===== src/hdl/dtsma_pkg.sv =====
`default_nettype none

package dtsma_pkg;

   // drive sample and mean width
   localparam int SAMPLE_W = 8;

   typedef logic signed [SAMPLE_W-1:0] sample_type;

endpackage

`default_nettype wire


===== src/hdl/dtsma_ring.sv =====
`default_nettype none

module dtsma_ring
   import dtsma_pkg::*;
#(
   parameter int DEPTH = 8,
   localparam int SUM_W = $clog2(DEPTH) + SAMPLE_W
) (
   input  wire logic                    clock,
   input  wire logic                    reset,
   input  wire logic                    push,
   input  wire sample_type              din,
   output logic signed [SUM_W-1:0]      sum_ff
);

   localparam int AW = (DEPTH > 1) ? $clog2(DEPTH) : 1;

   sample_type mem [DEPTH];

   logic [AW-1:0]            pos_ff, pos_in, next_pos;
   logic                     full_ff, full_in;
   logic                     rd_ok_ff, rd_ok_in;
   sample_type               rd_ff;
   sample_type               last_ff;
   sample_type               oldest;
   logic signed [SUM_W-1:0]  sum_in;
   logic                     wrap;

   // circular write position
   always_comb begin
      wrap     = (pos_ff == AW'(DEPTH - 1));
      next_pos = wrap ? '0 : pos_ff + AW'(1);
   end

   // entry about to be overwritten, zero until the store has filled once
   always_comb begin
      if (DEPTH == 1) begin
         oldest = last_ff;
      end else if (rd_ok_ff) begin
         oldest = rd_ff;
      end else begin
         oldest = '0;
      end
   end

   // running sum and fill tracking
   always_comb begin
      pos_in   = pos_ff;
      full_in  = full_ff;
      rd_ok_in = rd_ok_ff;
      sum_in   = sum_ff;
      if (push) begin
         pos_in   = next_pos;
         full_in  = full_ff | wrap;
         rd_ok_in = full_ff | wrap;
         sum_in   = sum_ff + SUM_W'(din) - SUM_W'(oldest);
      end
   end

   always_ff @(posedge clock) begin
      if (reset) begin
         pos_ff   <= '0;
         full_ff  <= 1'b0;
         rd_ok_ff <= 1'b0;
         sum_ff   <= '0;
         last_ff  <= '0;
      end else begin
         pos_ff   <= pos_in;
         full_ff  <= full_in;
         rd_ok_ff <= rd_ok_in;
         sum_ff   <= sum_in;
         if (push) begin
            last_ff <= din;
         end
      end
   end

   // sample store, read ahead of the next push
   always_ff @(posedge clock) begin
      if (push) begin
         mem[pos_ff] <= din;
         rd_ff       <= mem[next_pos];
      end
   end

endmodule

`default_nettype wire


===== src/hdl/dtsma_div.sv =====
`default_nettype none

module dtsma_div
   import dtsma_pkg::*;
#(
   parameter int DIVISOR = 8,
   parameter int X_W = 11
) (
   input  wire logic                   clock,
   input  wire logic                   enable,
   input  wire logic signed [X_W-1:0]  x,
   output sample_type                  q
);

   // reciprocal exact for every magnitude below 2**X_W
   localparam int L     = $clog2(DIVISOR);
   localparam int SHIFT = X_W + L;
   localparam int MW    = X_W + 2;
   localparam int PW    = X_W + MW;
   localparam logic [MW-1:0] RECIP = MW'(((2 ** SHIFT) + DIVISOR - 1) / DIVISOR);

   logic [X_W-1:0]      mag;
   logic [PW-1:0]       prod_ff, prod_in;
   logic                neg_ff;
   logic [PW-1:0]       shifted;
   logic [SAMPLE_W-1:0] mag_q;

   // magnitude times reciprocal
   always_comb begin
      mag     = x[X_W-1] ? X_W'(-x) : X_W'(x);
      prod_in = PW'(mag) * PW'(RECIP);
   end

   always_ff @(posedge clock) begin
      if (enable) begin
         prod_ff <= prod_in;
         neg_ff  <= x[X_W-1];
      end
   end

   // quotient with sign restored, truncated toward zero
   always_comb begin
      shifted = prod_ff >> SHIFT;
      mag_q   = shifted[SAMPLE_W-1:0];
      q       = neg_ff ? sample_type'(-mag_q) : sample_type'(mag_q);
   end

endmodule

`default_nettype wire


===== src/hdl/decimated_two_stage_moving_average.sv =====
// Decimated two-stage moving average.
// Input channel req_*: one signed 8-bit drive sample per beat. Result channel
// rsp_*: one beat per input beat, carrying the sample itself, the mean of the
// last MEAN_COUNT window means, and in tuser a flag set when this beat took a
// new window mean (the first beat after reset and every DECIMATION-th after).
// Throughput: one beat per cycle while the result channel is not stalled.
// Path: each accepted beat passes these registered steps: window sum update,
// reciprocal multiply, history sum update, reciprocal multiply, result.
// Each divide by WINDOW_LEN or MEAN_COUNT is a multiply by a constant
// reciprocal with a register after it.
// Reset (synchronous, active high) empties the pipeline and makes both
// circular stores read as zero until overwritten; the decimation phase
// restarts. No clearing pass is needed, an item may be sent right after reset.
// When the receiver holds rsp_tready low with a result pending, the whole
// pipeline holds and req_tready drops; up to five beats sit in flight.
`default_nettype none

module decimated_two_stage_moving_average
   import dtsma_pkg::*;
#(
   parameter int WINDOW_LEN = 8,
   parameter int MEAN_COUNT = 8,
   parameter int DECIMATION = 4
) (
   input  wire logic        clock,
   input  wire logic        reset,
   input  wire logic        req_tvalid,
   output logic             req_tready,
   input  wire logic [7:0]  req_tdata,   // [7:0] sample
   output logic             rsp_tvalid,
   input  wire logic        rsp_tready,
   output logic [15:0]      rsp_tdata,   // [7:0] latest_sample, [15:8] overall_mean
   output logic             rsp_tuser    // [0] mean_taken
);

   localparam int PH_W  = (DECIMATION > 1) ? $clog2(DECIMATION) : 1;
   localparam int WSUM_W = $clog2(WINDOW_LEN) + SAMPLE_W;
   localparam int HSUM_W = $clog2(MEAN_COUNT) + SAMPLE_W;

   typedef struct packed {
      logic       valid;
      logic       take;
      sample_type sample;
   } stage_type;

   logic                     adv;
   logic                     accept;
   logic                     take_now;
   logic [PH_W-1:0]          phase_ff, phase_in;
   stage_type                s1_ff, s2_ff, s3_ff, s4_ff, out_ff;
   stage_type                s1_in;
   sample_type               mean_out_ff;
   logic signed [WSUM_W-1:0] window_sum;
   logic signed [HSUM_W-1:0] history_sum;
   sample_type               window_mean;
   sample_type               overall_mean;
   logic                     hist_push;

   // pipeline moves whenever the result register is free or being taken
   assign adv        = ~out_ff.valid | rsp_tready;
   assign req_tready = adv;
   assign accept     = req_tvalid & adv;

   // decimation phase
   always_comb begin
      take_now = (phase_ff == '0);
      phase_in = phase_ff;
      if (accept) begin
         phase_in = (phase_ff == PH_W'(DECIMATION - 1)) ? '0 : phase_ff + PH_W'(1);
      end
      s1_in.valid  = accept;
      s1_in.take   = take_now;
      s1_in.sample = sample_type'(req_tdata);
   end

   // sample window with running sum
   dtsma_ring #(
      .DEPTH (WINDOW_LEN)
   ) u_window (
      .clock  (clock),
      .reset  (reset),
      .push   (accept),
      .din    (sample_type'(req_tdata)),
      .sum_ff (window_sum)
   );

   // window mean
   dtsma_div #(
      .DIVISOR (WINDOW_LEN),
      .X_W     (WSUM_W)
   ) u_window_div (
      .clock  (clock),
      .enable (adv),
      .x      (window_sum),
      .q      (window_mean)
   );

   assign hist_push = adv & s2_ff.valid & s2_ff.take;

   // history of window means with running sum
   dtsma_ring #(
      .DEPTH (MEAN_COUNT)
   ) u_history (
      .clock  (clock),
      .reset  (reset),
      .push   (hist_push),
      .din    (window_mean),
      .sum_ff (history_sum)
   );

   // mean of the stored means
   dtsma_div #(
      .DIVISOR (MEAN_COUNT),
      .X_W     (HSUM_W)
   ) u_history_div (
      .clock  (clock),
      .enable (adv),
      .x      (history_sum),
      .q      (overall_mean)
   );

   // stage registers and result register
   always_ff @(posedge clock) begin
      if (reset) begin
         phase_ff <= '0;
         s1_ff    <= '0;
         s2_ff    <= '0;
         s3_ff    <= '0;
         s4_ff    <= '0;
         out_ff   <= '0;
      end else begin
         phase_ff <= phase_in;
         if (adv) begin
            s1_ff  <= s1_in;
            s2_ff  <= s1_ff;
            s3_ff  <= s2_ff;
            s4_ff  <= s3_ff;
            out_ff <= s4_ff;
         end
      end
   end

   always_ff @(posedge clock) begin
      if (adv) begin
         mean_out_ff <= overall_mean;
      end
   end

   assign rsp_tvalid = out_ff.valid;
   assign rsp_tdata  = {mean_out_ff, out_ff.sample};
   assign rsp_tuser  = out_ff.take;

endmodule

`default_nettype wire

===== config.mk =====
export PLATFORM = sky130hd
export DESIGN_NAME = decimated_two_stage_moving_average
export DESIGN_NICKNAME = d
export VERILOG_FILES = /design/src/hdl/dtsma_pkg.sv /design/src/hdl/dtsma_ring.sv /design/src/hdl/dtsma_div.sv /design/src/hdl/decimated_two_stage_moving_average.sv
export SDC_FILE = /design/constraint.sdc
export NUM_CORES = 1
export LEC_CHECK = 0
export BUFFER_PORTS_ARGS = -buffer_cell sky130_fd_sc_hd__buf_2
export CAP_MARGIN = 20
export CORE_UTILIZATION = 30
export DETAILED_ROUTE_END_ITERATION = 10
export GPL_TIMING_DRIVEN = 0
export PLACE_DENSITY = 0.49
export SYNTH_ARGS = -nofsm -noshare
export SYNTH_HDL_FRONTEND = slang
export SYNTH_SLANG_ARGS = --single-unit

===== constraint.sdc =====
create_clock -name clock -period 6.1 [get_ports clock]
set_input_delay 0.305 -clock clock [delete_from_list [all_inputs] [get_ports clock]]
set_output_delay 0.305 -clock clock [all_outputs]
set_load 0.01 [all_outputs]

* After elaboration in Yosys (flattened, before gate mapping)
Memories as Yosys holds them, arrays and structs flattened. A register that Yosys moved wholly into a read port is not among the register bits. Index checks and enable logic that the tools add are counted.
Operators by class: add/sub/neg operators 11, eq/ne operators 3, mux-type cells 13, bitwise operators 7, reductions and logical operators 1
Operators by type and width (number):
- 2-to-1 mux 8 bit | 4
- adder 11 x 8 -> 11 bit | 2
- negation 11 bit | 2
- subtractor 11 x 8 -> 11 bit | 2
- 2-to-1 mux 10 bit | 2
- negation 8 bit | 2
- adder 3 x 1 -> 3 bit, second input constant | 2
- == test 3 bit, second input constant | 2
- 2-to-1 mux 3 bit | 2
- 2-to-1 mux 1 bit | 4
- AND 1 bit | 3
- bitwise OR 1 bit | 3
- adder 2 x 1 -> 2 bit, second input constant | 1
- == test 2 bit, second input constant | 1
- zero test 2 bit | 1
- 2-to-1 mux 2 bit | 1
- inverter 1 bit | 1
Word-level totals: flip-flop bits (word level) 114, RAM bits 128, bits of input ports 12, output and inout port bits 19, word-level logic and storage cells 66, memories 2
Memories:
- u_history.mem | words 8, width 8, rd ports 1, clocked after Yosys merged registers in 1, write ports 1, line dtsma_ring.sv:18 | sample_type mem [DEPTH];
- u_window.mem | words 8, width 8, rd ports 1, clocked after Yosys merged registers in 1, write ports 1, line dtsma_ring.sv:18

* Depth between registers and ports, before layout
depth after elaboration 6, gate-level depth with buffers 14, depth with buffers taken out 14

* Modules after synthesis
Synthesis repeated with hierarchy kept, for this count alone.
Second synthesis, totals: cells, all modules 917, area, all modules 11785.1 µm²
Modules (own cells, without submodules):
- dtsma_ring | times used 2, cells an instance 288, area each 4182.8 µm²
- decimated_two_stage_moving_average | times used 1, cells an instance 239, area each 2250.9 µm²
- dtsma_div | times used 2, cells an instance 51, area each 584.3 µm²

* Worst setup path after synthesis
OpenSTA, ideal clock, no wires.
kind reg2reg, from reg u_window_div.prod_ff[14], to reg u_history.sum_ff[8], library setup time 106 ps, arrival time 3311 ps, required time 5994 ps, path slack 2683 ps, cell stages (with the launch flop) 13, cell sequence edfxtp_1 > inv_1 > ha_1 > nand2b_1 > xnor2_1 > fa_1 > ha_1 > a211oi_1 > o21bai_1 > a21oi_1 > o21ai_0 > or4b_1 > o311ai_0
On the way: longest elaborated chain between the ends 4
Ends and longest elaborated chain:
- start, declared | line dtsma_div.sv:23 | logic [PW-1:0] prod_ff, prod_in;
- start signal, assigned | line dtsma_div.sv:36 | prod_ff <= prod_in;
- negation 8 bit | line dtsma_div.sv:45 | q = neg_ff ? sample_type'(-mag_q) : sample_type'(mag_q);
- 2-to-1 mux 8 bit | line dtsma_div.sv:45
- via u_history.din[2] | line dtsma_ring.sv:12 | input wire sample_type din,
- adder 11 x 8 -> 11 bit | line dtsma_ring.sv:56 | sum_in = sum_ff + SUM_W'(din) - SUM_W'(oldest);
- subtractor 11 x 8 -> 11 bit | line dtsma_ring.sv:56
- end signal, assigned | line dtsma_ring.sv:71 | sum_ff <= sum_in;
- end, declared | line dtsma_ring.sv:13 | output logic signed [SUM_W-1:0] sum_ff
The timed path passes the listed nets, and every way through them passes these cells. A chain may end at the register's enable or synchronous reset.

* Worst setup path after layout
Same ends and word-level chain as after synthesis.

==> results_dict.tcl <==
set metrics [dict create \
    tightestPinTransition_ns 0.957 \
    ant_nets 0 \
    hold_buffers 0 \
    async_flop_share_pct 0 \
    nNetsFinal 1083 \
    tritoncts.num_buffers 28 \
    clk_pin_slew_ns 0.06 \
    synth_top_area_share_pct 45.1 \
    first_pass_iters 4 \
    synth_area_leaders "edfxtp_1 (45%), dfxtp_1 (15%), nand2_1 (5.2%)" \
    gp_congestion 0.787 \
    antenna_found_initial 0 \
    grt_max_degree 28 \
    rows 70 \
    crit_required_ns 6.54 \
    core_area_mm2 0.0369 \
    synth-seq-area-share_pct 59.7 \
    grt.overflow.total 0 \
    viasPerCell 4.59 \
    critical_path.endpoint_type "flop" \
    cts_resized 0 \
    die_x_um 196 \
    maxCapViolCount 0 \
    clkSinkCount 252 \
    dr_total_vias 7084 \
    fin_area_mm2 0.0131 \
    fin_skew_ns 0.0129 \
    wl_met1_um 11300 \
    area_growth_pct 16.0 \
    track_usage_pct 13.1 \
    drc_errors 0 \
    synth_ff_type "edfxtp_1" \
    synth_cell_types 59 \
    dieArea_mm2 0.0385 \
    fin_setup_tns_ns 0 \
    timing.final.ws_setup_ns 1.86 \
    rsz0062_at_grt "false" \
    io_pins 31 \
    drv_slew 0 \
    leakage_nw 4.79 \
    max_freq_ghz 0.236 \
    yosys_warnings 0 \
    cts_tree "yes" \
    finalSetupViolations 0 \
    initial_core_util_pct 30.7 \
    ys_seq_elements 252 \
    irDropWorstVdd_mv 0.211 \
    critPathLaunchType "flop" \
    synth_cells 948 \
    final_cells 1545 \
    routed_wl_um 24300 \
    drive_gt1_share_pct 13.0 \
    first_iter_violations 340 \
    dpl_cell_area_mm2 0.0122 \
    io_buffers 30 \
    wl_per_cell_um 15.8 \
    htreeDepth 1 \
    cp_data_arrival_time_ns 4.68 \
    pre_cts_ws_ns 1.85 \
    path_max_fanout 10 \
    clk_path_buf_depth 3 \
    dp_hpwl_um 17100 \
    p_total_w 0.00500 \
    yosys.area.top_type "edfxtp_1" \
    dpl.cell_count 1494 \
    p_per_area_mw_per_mm2 381 \
    met3WireLength_um 753 \
    postCtsSetupRepairBufs 0 \
    grt_pass1_vias 7182 \
    clkLatencyLatePin_ns 0.55 \
    synth_most_common_cell "edfxtp_1" \
    critPathKind "flop to flop" \
    top_layer "met4" \
    netlist_area_mm2 0.0113 \
    syn_avg_cell_area_um2 11.9 \
    synth_common_cells "edfxtp_1 (170), nand2_1 (158), a21oi_1 (84)" \
    period_needed_ns 4.24 \
    syn-num-nets 1011 \
    grt_pass1_wl_um 39300 \
    status "completed" \
    relSlewSlack_pct 36.0 \
    synth_edf_count 170 \
    clk_root_buffer_cell "clkbuf_16" \
    fill_cells 3646 \
    die_h_um 196 \
    antenna_cells 0 \
    hold_path.class "input pin to flop" \
    hold_viol_final 0 \
    wl_met2_um 11700 \
    finalCritPeriodShare_pct 69.6 \
]
==> report_power, final <==
part / switching, W / internal [W]
Clock: 0.000663 / 0.000978
Combinational: 0.000761 / 0.000508
Sequential: 0.0000746 / 0.00201
==> critical path, cell delays in order (launching register included) <==
cell,delay [ns]
edfxtp_1,0.54
inv_1,0.15
ha_1,0.22
nand2b_1,0.15
xnor2_1,0.64
fa_1,0.54
ha_1,0.36
a211oi_1,0.44
o21bai_1,0.14
a21oi_1,0.24
o21ai_0,0.15
or4b_1,0.48
o311ai_0,0.09
==> layout make-up <==
class | instances | area, um^2 | area share, %
clock buffers | 41 | 791 | 6.03
flip-flops and latches | 252 | 6750 | 51.4
multi-input cells | 571 | 4110 | 31.3
clock inverters | 10 | 100 | 0.763
inverters | 82 | 308 | 2.35
repair buffers | 42 | 254 | 1.94
well taps | 504 | 631 | 4.81
plain buffers | 43 | 178 | 1.35
==> state kept, by name (all words and copies together) (netlist names) <==
name / count
mean_out_ff: 8
phase_ff: 2
rsp_tdata: 8
rsp_tuser: 1
rsp_tvalid: 1
s1_ff: 10
s2_ff: 10
s3_ff: 10
s4_ff: 10
u_history.mem: 64
u_history.pos_ff: 3
u_history.rd_ff: 8
u_history.rd_ok_ff: 1
u_history.sum_ff: 11
u_history_div.neg_ff: 1
u_history_div.prod_ff: 8
u_window.full_ff: 1
u_window.mem: 64
u_window.pos_ff: 3
u_window.rd_ff: 8
u_window.sum_ff: 11
u_window_div.neg_ff: 1
u_window_div.prod_ff: 8
==> layout by cell type (no fill, tap or decap), types with 7 or more instances in the layout <==
master / instances
a21oi_1: 84
o31ai_1: 7
clkbuf_16: 29
nand2b_1: 8
nor3_1: 18
o21ai_0: 24
clkinv_1: 7
mux4_2: 24
edfxtp_1: 170
xor2_1: 7
and2_1: 14
dfxtp_1: 82
ha_1: 31
nand2_1: 158
buf_4: 11
fa_1: 20
xnor2_1: 26
inv_1: 79
mux2_2: 12
nor2_1: 41
clkbuf_1: 39
buf_2: 37
==> layer usage <==
metal	GRT usage, %	vias to the layer above
li1	-	3508
met5	0	-
met2	22.4	91
met3	2.25	39
met4	4.05	0
met1	16.9	3446
==> cell families (layout without fill, tap and decap cells) <==
logic type / Yosys count / in the layout / synth area share (%)
muxes: 37 / 37 / 6.06
adders and majority gates: 51 / 51 / 6.97
AOI/OAI and AO/OA: 165 / 165 / 8.85
xor gates and xnor gates: 34 / 34 / 2.78
DFF: 252 / 252 / 59.7
buffers and inverters: 125 / 218 / 4.28
and+or+nand+nor: 284 / 284 / 11.4
==> final timing paths <==
path | startpoint | slack, ns | to | cells past startpoint
max | u_window_div.prod_ff[14]$_DFFE_PN_ | 1.86 | u_history.sum_ff[8]$_SDFFE_PP0P_ | 12
min | req_tdata[1] | 0.07 | u_window.mem[0][1]$_DFFE_PP_ | 1
max reg2reg | u_window_div.prod_ff[14]$_DFFE_PN_ | 1.86 | u_history.sum_ff[8]$_SDFFE_PP0P_ | 12
min reg2reg | u_history.sum_ff[10]$_SDFFE_PP0P_ | 0.43 | u_history_div.neg_ff$_DFFE_PN_ | 0
==> metrics by stage <==
step           hold slack (ns)  util (%)
4_1_cts                 0.0486      35.6
5_1_grt                 0.0748      35.6
3_3_place_gp             0.408      32.8
2_1_floorplan            0.404         -
6_report                0.0749      35.6
3_5_place_dp             0.417      33.1
Note: power is estimated with default switching activity, not from simulation.
